==> src/rtl/core/lfp_pkg.sv <==
// Shared types and constants for the lidar frame parser.
// Used by the parser top level, its output buffer and the port checker.
`default_nettype none

package lfp_pkg;

  localparam logic [7:0] HDR_BYTE = 8'h59;
  localparam logic [3:0] POS_HDR0 = 4'd0;
  localparam logic [3:0] POS_HDR1 = 4'd1;
  localparam logic [3:0] POS_DATA0 = 4'd2;
  localparam logic [3:0] POS_CSUM = 4'd8;
  localparam int unsigned PAYLOAD_BYTES = 6;
  localparam int unsigned OUT_CNT_W = 32;

  localparam logic REG_MIN_DIST = 1'b0;
  localparam logic REG_MAX_DIST = 1'b1;

  localparam logic [15:0] MIN_DIST_RST = 16'd1;
  localparam logic [15:0] MAX_DIST_RST = 16'd1200;

  typedef enum logic [1:0] {
    ST_INCOMPLETE = 2'd0,
    ST_VALID      = 2'd1,
    ST_CSUM_ERR   = 2'd2,
    ST_RANGE_ERR  = 2'd3
  } lfp_status_e;

  typedef struct packed {
    lfp_status_e            status;
    logic [15:0]            distance;
    logic [15:0]            strength;
    logic signed [15:0]     temperature;
    logic                   have_valid;
    logic [OUT_CNT_W-1:0]   good_frames;
    logic [OUT_CNT_W-1:0]   bad_frames;
    logic [OUT_CNT_W-1:0]   byte_total;
  } lfp_result_t;

endpackage

`default_nettype wire

==> src/rtl/core/lfp_skid.sv <==
// Two-entry output buffer for parser results: result register plus skid register.
// Depends on lfp_pkg for the result record type.
`default_nettype none

module lfp_skid (
  input  wire logic                 clk_i,
  input  wire logic                 rst_ni,
  input  wire logic                 in_valid_i,
  output logic                      in_ready_o,
  input  wire lfp_pkg::lfp_result_t in_data_i,
  output logic                      out_valid_o,
  input  wire logic                 out_ready_i,
  output lfp_pkg::lfp_result_t      out_data_o
);
  import lfp_pkg::*;

  logic        out_valid_q, out_valid_d;
  logic        skid_valid_q, skid_valid_d;
  lfp_result_t out_data_q, out_data_d;
  lfp_result_t skid_data_q, skid_data_d;
  logic        push;
  logic        pop;

  assign in_ready_o  = !skid_valid_q;
  assign out_valid_o = out_valid_q;
  assign out_data_o  = out_data_q;
  assign push        = in_valid_i && !skid_valid_q;
  assign pop         = out_valid_q && out_ready_i;

  always_comb begin
    out_valid_d  = out_valid_q;
    skid_valid_d = skid_valid_q;
    out_data_d   = out_data_q;
    skid_data_d  = skid_data_q;
    if (push) begin
      if (out_valid_q && !out_ready_i) begin
        skid_data_d  = in_data_i;
        skid_valid_d = 1'b1;
      end else begin
        out_data_d  = in_data_i;
        out_valid_d = 1'b1;
      end
    end else if (pop) begin
      if (skid_valid_q) begin
        out_data_d   = skid_data_q;
        skid_valid_d = 1'b0;
      end else begin
        out_valid_d = 1'b0;
      end
    end
  end

  always_ff @(posedge clk_i or negedge rst_ni) begin
    if (!rst_ni) begin
      out_valid_q  <= 1'b0;
      skid_valid_q <= 1'b0;
    end else begin
      out_valid_q  <= out_valid_d;
      skid_valid_q <= skid_valid_d;
    end
  end

  always_ff @(posedge clk_i) begin
    out_data_q  <= out_data_d;
    skid_data_q <= skid_data_d;
  end

endmodule

`default_nettype wire

==> src/rtl/core/lidar_frame_parser.sv <==
// Byte-serial parser for 9-byte lidar frames: header hunt, running checksum, decode.
// Depends on lfp_pkg and instantiates lfp_skid for the result side.
// A result is registered in the buffer's result slot, or the skid slot while output stalls.
// Throughput: one byte per cycle while the buffer is not full; a running checksum register
// means each byte is final work. The two-entry result buffer keeps taking bytes
// while one result waits downstream. Reset clears the parser position, held measurement,
// counters and sets the distance limits to 1 and 1200; the frame byte buffer is not reset.
`default_nettype none

module lidar_frame_parser #(
  parameter int unsigned COUNTER_BITS = 32
) (
  input  wire logic        clk_i,
  input  wire logic        rst_ni,
  input  wire logic        cfg_we_i,
  input  wire logic        cfg_idx_i,
  input  wire logic [15:0] cfg_wdata_i,
  input  wire logic        rx_valid_i,
  output logic             rx_ready_o,
  input  wire logic [7:0]  rx_byte_i,
  output logic             res_valid_o,
  input  wire logic        res_ready_i,
  output logic [1:0]       status_o,
  output logic [15:0]      distance_o,
  output logic [15:0]      strength_o,
  output logic signed [15:0] temp_raw_o,
  output logic             have_valid_o,
  output logic [31:0]      good_frames_o,
  output logic [31:0]      bad_frames_o,
  output logic [31:0]      byte_total_o
);
  import lfp_pkg::*;

  logic [15:0]             min_dist_q, max_dist_q;
  logic [3:0]              pos_q, pos_d;
  logic [7:0]              sum_q, sum_d;
  logic [7:0]              frame_q [PAYLOAD_BYTES];
  logic [2:0]              wr_idx;
  logic                    frame_we;
  logic [15:0]             held_dist_q, held_dist_d;
  logic [15:0]             held_str_q, held_str_d;
  logic [15:0]             held_temp_q, held_temp_d;
  logic                    valid_flag_q, valid_flag_d;
  logic [COUNTER_BITS-1:0] good_q, good_d;
  logic [COUNTER_BITS-1:0] bad_q, bad_d;
  logic [COUNTER_BITS-1:0] rcv_q, rcv_d;
  logic [15:0]             dec_dist, dec_str, dec_temp;
  lfp_status_e             status;
  logic                    accept;
  lfp_result_t             result;
  lfp_result_t             res_data;

  assign accept   = rx_valid_i && rx_ready_o;
  assign wr_idx   = 3'(pos_q - POS_DATA0);
  assign dec_dist = {frame_q[1], frame_q[0]};
  assign dec_str  = {frame_q[3], frame_q[2]};
  assign dec_temp = {frame_q[5], frame_q[4]};

  always_comb begin
    pos_d        = pos_q;
    sum_d        = sum_q;
    frame_we     = 1'b0;
    status       = ST_INCOMPLETE;
    held_dist_d  = held_dist_q;
    held_str_d   = held_str_q;
    held_temp_d  = held_temp_q;
    valid_flag_d = valid_flag_q;
    good_d       = good_q;
    bad_d        = bad_q;
    rcv_d        = rcv_q + COUNTER_BITS'(1);
    case (pos_q)
      POS_HDR0: begin
        if (rx_byte_i == HDR_BYTE) begin
          pos_d = POS_HDR1;
          sum_d = HDR_BYTE;
        end
      end
      POS_HDR1: begin
        if (rx_byte_i == HDR_BYTE) begin
          pos_d = POS_DATA0;
          sum_d = sum_q + rx_byte_i;
        end else begin
          pos_d = POS_HDR0;
        end
      end
      POS_CSUM: begin
        pos_d = POS_HDR0;
        if (sum_q != rx_byte_i) begin
          status = ST_CSUM_ERR;
          bad_d  = bad_q + COUNTER_BITS'(1);
        end else if (dec_dist < min_dist_q || dec_dist > max_dist_q) begin
          status = ST_RANGE_ERR;
          bad_d  = bad_q + COUNTER_BITS'(1);
        end else begin
          status       = ST_VALID;
          held_dist_d  = dec_dist;
          held_str_d   = dec_str;
          held_temp_d  = dec_temp;
          valid_flag_d = 1'b1;
          good_d       = good_q + COUNTER_BITS'(1);
        end
      end
      default: begin
        frame_we = 1'b1;
        sum_d    = sum_q + rx_byte_i;
        pos_d    = pos_q + 4'd1;
      end
    endcase
  end

  always_comb begin
    result.status      = status;
    result.distance    = held_dist_d;
    result.strength    = held_str_d;
    result.temperature = held_temp_d;
    result.have_valid  = valid_flag_d;
    result.good_frames = OUT_CNT_W'(good_d);
    result.bad_frames  = OUT_CNT_W'(bad_d);
    result.byte_total  = OUT_CNT_W'(rcv_d);
  end

  always_ff @(posedge clk_i or negedge rst_ni) begin
    if (!rst_ni) begin
      min_dist_q   <= MIN_DIST_RST;
      max_dist_q   <= MAX_DIST_RST;
      pos_q        <= POS_HDR0;
      sum_q        <= '0;
      held_dist_q  <= '0;
      held_str_q   <= '0;
      held_temp_q  <= '0;
      valid_flag_q <= 1'b0;
      good_q       <= '0;
      bad_q        <= '0;
      rcv_q        <= '0;
    end else begin
      if (cfg_we_i) begin
        if (cfg_idx_i == REG_MIN_DIST) begin
          min_dist_q <= cfg_wdata_i;
        end else begin
          max_dist_q <= cfg_wdata_i;
        end
      end
      if (accept) begin
        pos_q        <= pos_d;
        sum_q        <= sum_d;
        held_dist_q  <= held_dist_d;
        held_str_q   <= held_str_d;
        held_temp_q  <= held_temp_d;
        valid_flag_q <= valid_flag_d;
        good_q       <= good_d;
        bad_q        <= bad_d;
        rcv_q        <= rcv_d;
      end
    end
  end

  always_ff @(posedge clk_i) begin
    if (accept && frame_we) begin
      frame_q[wr_idx] <= rx_byte_i;
    end
  end

  lfp_skid u_skid (
    .clk_i       (clk_i),
    .rst_ni      (rst_ni),
    .in_valid_i  (rx_valid_i),
    .in_ready_o  (rx_ready_o),
    .in_data_i   (result),
    .out_valid_o (res_valid_o),
    .out_ready_i (res_ready_i),
    .out_data_o  (res_data)
  );

  assign status_o      = res_data.status;
  assign distance_o    = res_data.distance;
  assign strength_o    = res_data.strength;
  assign temp_raw_o    = res_data.temperature;
  assign have_valid_o  = res_data.have_valid;
  assign good_frames_o = res_data.good_frames;
  assign bad_frames_o  = res_data.bad_frames;
  assign byte_total_o  = res_data.byte_total;

endmodule

`default_nettype wire

==> config.mk <==
export PLATFORM = sky130hd
export DESIGN_NAME = lidar_frame_parser
export DESIGN_NICKNAME = d
export VERILOG_FILES = /design/src/rtl/core/lfp_pkg.sv /design/src/rtl/core/lfp_skid.sv /design/src/rtl/core/lidar_frame_parser.sv
export SDC_FILE = /design/constraint.sdc
export NUM_CORES = 1
export LEC_CHECK = 0
export CAP_MARGIN = 10
export CORE_AREA = 10 10 194 214
export DETAILED_ROUTE_END_ITERATION = 10
export DIE_AREA = 0 0 204 224
export DONT_BUFFER_PORTS = 1
export PLACE_DENSITY = 0.8
export SETUP_SLACK_MARGIN = 0.5
export SLEW_MARGIN = 20
export SYNTH_ARGS = -nofsm -noshare
export SYNTH_HDL_FRONTEND = slang
export SYNTH_HIERARCHICAL = 1
export SYNTH_SLANG_ARGS = --single-unit
export TNS_END_PERCENT = 10
==> constraint.sdc <==
create_clock -name clk_i -period 18.8 [get_ports clk_i]
set_input_delay 3.76 -clock clk_i [delete_from_list [all_inputs] [get_ports clk_i]]
set_output_delay 3.76 -clock clk_i [all_outputs]
set_load 0.01 [all_outputs]
==> qor.csv, run 1 <==
stage,metric,value,unit
clock_tree,clkSinkCount,533,
placement,preCtsSetupSlack,11.80,ns
clock_tree,cts_buffer_depth,3,
die,coreArea,36900,um^2
yosys,synth_top_area_cell,edfxtp_1,
die,die_area,45700,um^2
sta,fmax,156,MHz
sta,worst_slew_pin_slew,1.11,ns
drt,drt_iter0_drc,797,
finish,drive_above_1_share,22.5,%
finish,layout.nets,1681,
clock_tree,cts_resized,0,
finish,diodes,0,
yosys,avgSynthCellArea,14.8,um^2
yosys,yosysTopAreaCellShare,43.1,%
yosys,synth_flop_cell,edfxtp_1,
yosys,ys_ff_latch,533,
global_routing,grt_use_total,19.8,%
clock_tree,cts_buffers,52,
yosys,synth-warning-count,6,
clock_tree,root_buffer,clkbuf_16,
yosys,synth_edf_count,342,
clock_tree,htreeDepth,2,
placement,place_congestion,0.818,
drt,wl,45.7,mm
clock_tree,cts.clk_slew.worst_paths,0.06,ns
sta,slew_headroom,26.1,%
critical_path,crit_required,19.12,ns
critical_path,critPathKind,input port to flip-flop,
power_and_ir_drop,p_leak,10.7,nW
critical_path,ff2ff_setup_slack,14.69,ns
die,die_w,204,um
die,die_h,224,um
power_and_ir_drop,power_density,124,nW/um^2
drt,vias_per_cell,5.90,
placement,hpwl,28.1,mm
sta,fin_hold_ws,0.460,ns
sta,period_needed,6.41,ns
clock_tree,cts_tree,done,
yosys,syn-num-nets,1681,
yosys,synth_xor_area_share,7.05,%
drt,dr.pass1.iters,4,
status,status,finished clean,
yosys,synthArstFlopShare,35.8,%
sta,hold_viol_final,0,
critical_path,cp.arrival,6.73,ns
drt,ant_nets,0,
global_routing,grt_max_degree,192,
clock_tree,cts_setup_buffers,0,
yosys,yosys.area_share.adder,2.39,%
yosys,yosys-top-cells-area,"edfxtp_1, dfrtp_1, mux2_2, mux2_4, xor2_1",
critical_path,start_kind,input port,
sta,setup_tns,0,ns
placement,numPortBuffers,0,
sta,fin_crit_sh,34.1,%
yosys,muxShareOfSynthArea,14.1,%
drt,vias,12700,
die,start_util,64.5,%
yosys,synth_area,23800,um^2
die,ios,179,
global_routing,first_global_vias,12900,
critical_path,crit_path_max_fanout,82,
finish,fillCellCount,2402,
sta,finalWorstSetupSlack,12.39,ns
global_routing,grt_pass1_wl,72.5,mm
sta,drv_slew,0,
sta,setup_violations,0,
sta,grt_setup_unrepaired,no,
power_and_ir_drop,vdd_drop_max,0.161,mV
global_routing,grt_overflow_total,0,
die,rows,74,
yosys,synth-compound-area-share,2.19,%
critical_path,critPathCaptureType,flip-flop,
yosys,ys_seq_area_share,63.1,%
min_path,hold_path_class,flip-flop to flip-flop,
yosys,synth_top_family_by_area,multiplexers,
global_routing,antenna_found_initial,0,
drt,drc,0,
clock_tree,cts_hold_buf,0,
yosys,synthCells,1606,
job,cap_violations,0,
drt,routedWlPerCell,21.3,um
sta,fin_skew,0.0186,ns
finish,syn_to_final_growth,8.26,%
yosys,yosysUniqueCellTypes,61,
clock_tree,clk_latency,0.58,ns
yosys,synth_simple_gate_area_share,8.11,%
==> path summary, 6_finish.rpt <==
check                                   start                      to  depth (start not counted)
worst max-delay path             rx_byte_i[4]  u_skid/out_data_o[119]                          8
worst min-delay path             valid_flag_q            valid_flag_q                          1
worst max register to register  frame_q[1][7]  u_skid/out_data_o[119]                          8
worst min register to register   valid_flag_q            valid_flag_q                          1
max in group asynchronous              rst_ni           max_dist_q[5]                          0
min in group asynchronous              rst_ni               rcv_q[16]                          0
==> power by group <==
part / switching, mW / internal (mW) / leakage, nW
combinational: 0.273 / 0.192 / 4.09
sequential: 0.173 / 1.52 / 5.79
clock: 0.425 / 0.620 / 0.848
total: 0.871 / 2.33 / 10.7
==> registers in the layout (all words and copies together) (netlist names), 4 cells and up <==
name	flops
u_skid/out_data_o	147
u_skid/skid_data_q	147
held_temp_q	16
frame_q	48
pos_q	4
held_dist_q	16
min_dist_q	16
sum_q	8
bad_q	32
max_dist_q	16
rcv_q	32
good_q	32
held_str_q	16
==> routing by layer <==
| layer | vias to the layer above | part of all wire, % | GRT usage, % |
|---|---|---|---|
| li1 | 5859 | - | - |
| met1 | 6429 | 43 | 26.5 |
| met2 | 304 | 49 | 32.1 |
| met3 | 59 | 5.8 | 4.42 |
| met4 | 0 | 2.1 | 5.24 |
| met5 | - | 0 | 0 |
==> cell usage after synthesis (3+ instances only) <==
master / count
nor3_1: 67
mux2_1: 6
inv_1: 49
buf_2: 17
buf_1: 4
a221o_1: 3
nand3_2: 3
dfstp_2: 5
nand4_1: 33
o22a_1: 3
edfxtp_1: 342
nor2_1: 46
ha_1: 44
nor2b_1: 6
a31oi_1: 3
and4_1: 3
xnor2_1: 95
nand2_1: 88
buf_4: 3
and2_1: 15
o21ai_0: 22
mux2_4: 101
or2_2: 5
xor2_1: 97
o211ai_1: 3
clkbuf_1: 21
a21o_1: 8
nor4_1: 15
dfrtp_1: 186
nor3b_1: 3
nand3_1: 67
and3_1: 15
buf_12: 11
buf_6: 10
a21oi_1: 17
mux2_2: 156
nand2b_1: 4
==> cell usage in the layout (no fill, tap or decap), drive strengths merged, types with 22 or more instances in the layout <==
master,count
o21ai,22
xnor2,95
edfxtp,342
ha,44
dfrtp,186
clkbuf,78
mux2,263
xor2,97
nand2,88
nand4,34
inv,50
nor3,67
nand3,70
nor2,46
==> logic make-up (layout without fill, tap and decap cells) <==
group           Yosys count  after routing
mux                     264            264
simple gates            380            380
compound gates           75             75
flops                   533            533
buf+inv                 117            161
fa+ha+maj                45             45
xor+xnor                192            192
==> cell type report <==
| type | instances | area [um^2] | area share (%) |
|---|---|---|---|
| multi-input cells | 956 | 8100 | 31.4 |
| repair buffers | 14 | 118 | 0.456 |
| well taps | 494 | 618 | 2.39 |
| inverters | 49 | 184 | 0.712 |
| clock buffers | 78 | 1500 | 5.82 |
| clock inverters | 20 | 234 | 0.906 |
| flip-flops and latches | 533 | 15100 | 58.3 |
==> through the flow <==
| stage | instance area [um^2] | power (mW) | util (%) | instances |
|---|---|---|---|---|
| after floorplan | 23800 | 2.08 | - | 1606 |
| after global placement | 24100 | 2.17 | 65.2 | 2046 |
| after detailed placement | 24100 | 2.19 | 65.2 | 2046 |
| after CTS | 25800 | 3.24 | 69.9 | 2144 |
| after global routing | 25800 | 3.34 | 69.9 | 2144 |
| final | 25800 | 3.20 | 69.9 | 2144 |
==> worst max-delay path, stage by stage <==
cell and delay [ns]:
ha_1 0.35, nor4_1 0.28, nand3_1 0.17, or2_2 0.38
a211oi_4 0.16, buf_4 0.85, mux2_2 0.44, mux2_4 0.27
Power figures use the tool's default switching activity.
==> run 2, diff against run 1 <==
- CORE_AREA: 10 10 194 214 -> 10 10 196 216
- DIE_AREA: 0 0 204 224 -> 0 0 206 226
- PLACE_DENSITY: 0.8 -> 0.79
- clock period: 18.8 -> 5.9 ns (I/O delays scaled with it)
==> qor.csv, run 2 (synthesis gave the netlist of run 1 again) <==
stage,metric,value,unit
sta,drv_slew,0,
critical_path,cp.arrival,4.28,ns
drt,drc,0,
status,status,finished clean,
sta,worst_slew_pin_slew,0.974,ns
global_routing,grt_overflow_total,0,
power_and_ir_drop,clock_power_share,33.3,%
clock_tree,cts_setup_buffers,0,
global_routing,grt_pass1_wl,73.4,mm
finish,drive_above_1_share,23.1,%
finish,syn_to_final_growth,8.76,%
power_and_ir_drop,power.switching_fraction,27.4,%
finish,layout.nets,1685,
sta,hold_viol_final,0,
clock_tree,root_buffer,clkbuf_16,
drt,ant_nets,0,
drt,vias,12700,
finish,multi_input_area,8110,um^2
clock_tree,cts.clk_slew.worst_paths,0.06,ns
die,start_util,62.9,%
critical_path,critPathSlowestCell,a211oi_4,
drt,vias_per_cell,5.88,
clock_tree,cts_hold_buf,0,
critical_path,cp_cell_sequence,ha_1 > nand4_1 > nor4_2 > nand4_2 > a211oi_4 > buf_12 > mux2_2 > mux2_4,
power_and_ir_drop,power,10.3,mW
power_and_ir_drop,sequentialPowerShare,52.2,%
critical_path,crit_path_max_fanout,74,
die,die_area,46600,um^2
clock_tree,cts_buffer_depth,3,
placement,preCtsSetupSlack,1.55,ns
die,die_w,206,um
sta,grt_setup_unrepaired,no,
finish,register_area,15100,um^2
clock_tree,cts_tree,done,
sta,fin_skew,0.0214,ns
die,coreArea,37900,um^2
sta,finalWorstSetupSlack,1.95,ns
clock_tree,clkSinkCount,533,
job,cap_violations,0,
clock_tree,clk_latency,0.59,ns
clock_tree,htreeDepth,2,
power_and_ir_drop,vdd_drop_max,0.644,mV
placement,place_congestion,0.837,
power_and_ir_drop,combPwrFrac,14.5,%
sta,period_needed,3.95,ns
die,die_h,226,um
clock_tree,cts_resized,0,
placement,hpwl,28.8,mm
critical_path,critPathBufInv,1,
sta,fin_hold_ws,0.311,ns
sta,setup_tns,0,ns
critical_path,path_delay_family,simple AND/OR/NAND/NOR gates,
critical_path,crit_required,6.23,ns
finish,final_common_cell,edfxtp_1,
global_routing,grt_use_total,19.9,%
power_and_ir_drop,p_leak,10.8,nW
finish,final_cell_count_no_fill,2154,
clock_tree,cts_buffers,52,
global_routing,first_global_vias,12900,
sta,fmax,253,MHz
finish,fillCellCount,2533,
global_routing,grt_max_degree,192,
placement,postPlaceCellArea,24100,um^2
sta,fin_crit_sh,67.0,%
die,ios,179,
drt,dr.pass1.iters,4,
finish,diodes,0,
drt,drt_iter0_drc,810,
drt,routedWlPerCell,21.5,um
sta,slew_headroom,35.1,%
finish,design_area,25900,um^2
die,rows,75,
finish,fin_util,68.4,%
critical_path,start_kind,flip-flop,
power_and_ir_drop,power_density,399,nW/um^2
critical_path,slowest_delay,0.65,ns
global_routing,antenna_found_initial,0,
placement,placed_cells,2056,
power_and_ir_drop,power.switching,2.84,mW
placement,numPortBuffers,0,
power_and_ir_drop,p_int,7.51,mW
critical_path,critPathKind,flip-flop to flip-flop,
finish,final_cell_mix,"edfxtp_1, dfrtp_1, mux2_2",
drt,wl,46.3,mm
critical_path,critPathCaptureType,flip-flop,
sta,setup_violations,0,
min_path,hold_path_class,input port to asynchronous set/reset pin,
==> run 2: metal layers <==
layer | vias to the layer above | wire length [um] | GRT usage (%)
met2 | 286 | 23200 | 32.7
li1 | 5843 | - | -
met3 | 77 | 2260 | 4.00
met1 | 6455 | 19600 | 26.0
met5 | - | 0 | 0
met4 | 0 | 1290 | 7.02
==> run 2: layout make-up <==
class,instances,share of cell area (%)
clock inverters,28,1.41
well taps,500,2.41
repair buffers,18,0.666
inverters,49,0.709
clock buffers,70,5.48
flip-flops and latches,533,58.1
multi-input cells,956,31.3
==> run 2: power groups by stage <==
| stage | clock network, mW | logic [mW] | registers [mW] |
|---|---|---|---|
| after CTS | 3.52 | 1.51 | 5.42 |
| after global placement | 0 | 1.45 | 5.47 |
| after floorplan | 0 | 1.25 | 5.35 |
| final | 3.45 | 1.50 | 5.40 |
| after global routing | 3.66 | 1.64 | 5.47 |
| after detailed placement | 0 | 1.50 | 5.49 |
==> run 2: worst paths after layout <==
| kind | startpoint | end | slack (ns) | cells after the start |
|---|---|---|---|---|
| max in group asynchronous | rst_ni | good_q[18] | 5.25 | 0 |
| worst max-delay path | frame_q[1][7] | u_skid/out_data_o[104] | 1.95 | 8 |
| min in group clk_i | valid_flag_q | valid_flag_q | 0.47 | 1 |
| worst min register to register | valid_flag_q | valid_flag_q | 0.47 | 1 |
| worst max register to register | frame_q[1][7] | u_skid/out_data_o[104] | 1.95 | 8 |
| worst min-delay path | rst_ni | rcv_q[21] | 0.31 | 0 |
==> run 2: worst register-to-register path: cells and delay by family (launching register included) <==
family / cells / cell delay (ns)
buffers and inverters: 1 / 0.42
multiplexers: 2 / 0.73
AND/OR/NAND/NOR: 3 / 1.04
AO/OA/AOI/OAI: 1 / 0.66
flip-flops: 1 / 0.47
adder cells (fa/ha/maj): 1 / 0.37
==> run 3, diff against run 2 <==
- CORE_AREA: 10 10 196 216 -> 10 10 205 226
- DIE_AREA: 0 0 206 226 -> 0 0 215 236
- PLACE_DENSITY: 0.79 -> 0.76
- clock period: 5.9 -> 3.4 ns (I/O delays scaled with it)
==> qor.csv, run 3 (synthesis gave the netlist of run 1 again) <==
stage,metric,value,unit
status,status,"complete, but fails checks",
status,violations,hold timing,
sta,worst_slew_pin_slew,0.849,ns
finish,design_area,27100,um^2
power_and_ir_drop,clock_power_share,32.0,%
finish,diodes,0,
die,rows,79,
clock_tree,cts.clk_slew.worst_paths,0.06,ns
drt,routed.top_layer,met4,
critical_path,cp.arrival,3.67,ns
placement,place_congestion,0.848,
placement,postPlaceCellArea,24600,um^2
die,die_w,215,um
sta,finalWorstSetupSlack,0.0860,ns
finish,fillCellCount,2951,
global_routing,grt_use_total,19.1,%
power_and_ir_drop,sequentialPowerShare,52.3,%
clock_tree,cts_tree,done,
critical_path,crit_path_start,max_dist_q[10],
clock_tree,htreeDepth,2,
clock_tree,cts_buffers,53,
die,start_util,57.0,%
die,coreArea,41800,um^2
placement,placed_cells,2159,
sta,grt_setup_unrepaired,yes,
clock_tree,root_buffer,clkbuf_16,
finish,final_common_cell,edfxtp_1,
power_and_ir_drop,power.switching,4.96,mW
sta,fin_crit_sh,97.5,%
critical_path,critPathCaptureType,flip-flop,
finish,final_cell_mix,"edfxtp_1, dfrtp_1, mux2_2",
drt,vias,13000,
sta,hold_viol_final,186,
power_and_ir_drop,vdd_drop_max,0.958,mV
sta,fin_hold_ws,-0.203,ns
power_and_ir_drop,p_leak,11.3,nW
die,ios,179,
critical_path,reg2reg_depth,13,
global_routing,first_global_vias,13500,
min_path,hold_path_class,input port to asynchronous set/reset pin,
finish,final_cell_count_no_fill,2292,
drt,dr_wl_met2,24.6,mm
drt,wl_met1,21.0,mm
drt,dr.pass1.iters,7,
global_routing,grt_max_degree,192,
sta,period_needed,3.31,ns
drt,routedWlPerCell,21.4,um
sta,fin_skew,0.0210,ns
die,die_h,236,um
placement,numPortBuffers,0,
global_routing,antenna_found_initial,0,
finish,syn_to_final_growth,13.6,%
drt,drt_iter0_drc,706,
critical_path,crit_required,3.75,ns
critical_path,critPathKind,flip-flop to flip-flop,
drt,drc,0,
power_and_ir_drop,power.switching_fraction,27.8,%
global_routing,grt_overflow_total,0,
sta,fmax,302,MHz
sta,slew_headroom,43.2,%
job,cap_violations,0,
sta,setup_violations,0,
critical_path,start_kind,flip-flop,
clock_tree,clkSinkCount,533,
drt,ant_nets,0,
critical_path,rr_startpoint,max_dist_q[10],
clock_tree,cts_buffer_depth,3,
global_routing,grt_pass1_wl,77.6,mm
power_and_ir_drop,power_density,658,nW/um^2
placement,hpwl,30.6,mm
clock_tree,clk_latency,0.61,ns
drt,wl_met3,2.51,mm
die,die_area,50700,um^2
sta,drv_slew,0,
critical_path,crit_path_max_fanout,8,
finish,layout.nets,1755,
power_and_ir_drop,p_int,12.9,mW
finish,drive_above_1_share,27.8,%
power_and_ir_drop,combPwrFrac,15.7,%
drt,wl,49.1,mm
placement,preCtsSetupSlack,0.0360,ns
drt,vias_per_cell,5.66,
run 3: cell count changes in the layout (fill, tap and decap cells not counted), sizes merged:
| cell | before | now |
|---|---|---|
| buf | 18 | 86 |
| clkbuf | 70 | 77 |
| bufinv | 8 | 2 |
| clkinv | 11 | 16 |
| clkinvlp | 6 | 3 |
run 3: cell type report:
type / count / area (um^2) / area share, %
multi-input cells: 956 / 8410 / 31.1
inverters: 49 / 184 / 0.679
clock buffers: 76 / 1520 / 5.59
clock inverters: 24 / 185 / 0.684
well taps: 567 / 709 / 2.62
flip-flops and latches: 533 / 15100 / 55.6
repair buffers: 87 / 1030 / 3.80
run 3: routing by layer:
| metal | vias to the layer above | global-route usage (%) |
|---|---|---|
| li1 | 5997 | - |
| met5 | - | 0 |
| met3 | 69 | 4.79 |
| met4 | 0 | 5.38 |
| met2 | 253 | 31.7 |
| met1 | 6652 | 24.4 |
run 3: power groups by stage:
stage          Combinational, mW  Clock [mW]  Sequential, mW
6_report                    2.80        5.70            9.31
5_1_grt                     3.05        6.10            9.44
4_1_cts                     2.83        5.84            9.36
3_5_place_dp                2.77           0            9.46
3_3_place_gp                2.68           0            9.46
2_1_floorplan               2.17           0            9.25
run 3: final timing paths:
path	endpoint	slack (ns)
max in group asynchronous	min_dist_q[0]	3.28
max	u_skid/out_data_o[135]	0.09
max reg2reg	u_skid/out_data_o[135]	0.09
min	rcv_q[13]	-0.20
min reg2reg	valid_flag_q	0.48
min in group clk_i	frame_q[1][5]	0.17
run 3: worst max-delay path, stage by stage, from the launching register on:
cell and delay, ns:
dfstp_2 0.53, inv_1 0.07, ha_4 0.25, a21o_1 0.15, a21oi_1 0.16, o211ai_1 0.10
a221o_2 0.42, a211oi_4 0.26, buf_6 0.14, buf_6 0.12, buf_12 0.12, buf_16 0.14
mux2_4 0.32, mux2_4 0.28
run 3: repair_timing:
action                                 in CTS  in global routing
endpoints found under the hold margin     191                187
setup endpoints to repair                 307                336
cloned                                      5                  1
pin swaps                                  21                  4
buffers inserted                           18                  9
gates resized for setup                    71                 10
run 3: metrics by stage:
step | hold slack, ns | utilization, % | setup TNS (ns) | power (mW)
detailed placement | 0.396 | 58.9 | 0 | 12.2
finish | -0.203 | 64.8 | 0 | 17.8
CTS | -0.241 | 64.5 | 0 | 18.0
floorplan | 0.384 | - | -422.19 | 11.4
global route | -0.242 | 64.8 | 0 | 18.6
global placement | 0.398 | 58.9 | 0 | 12.1
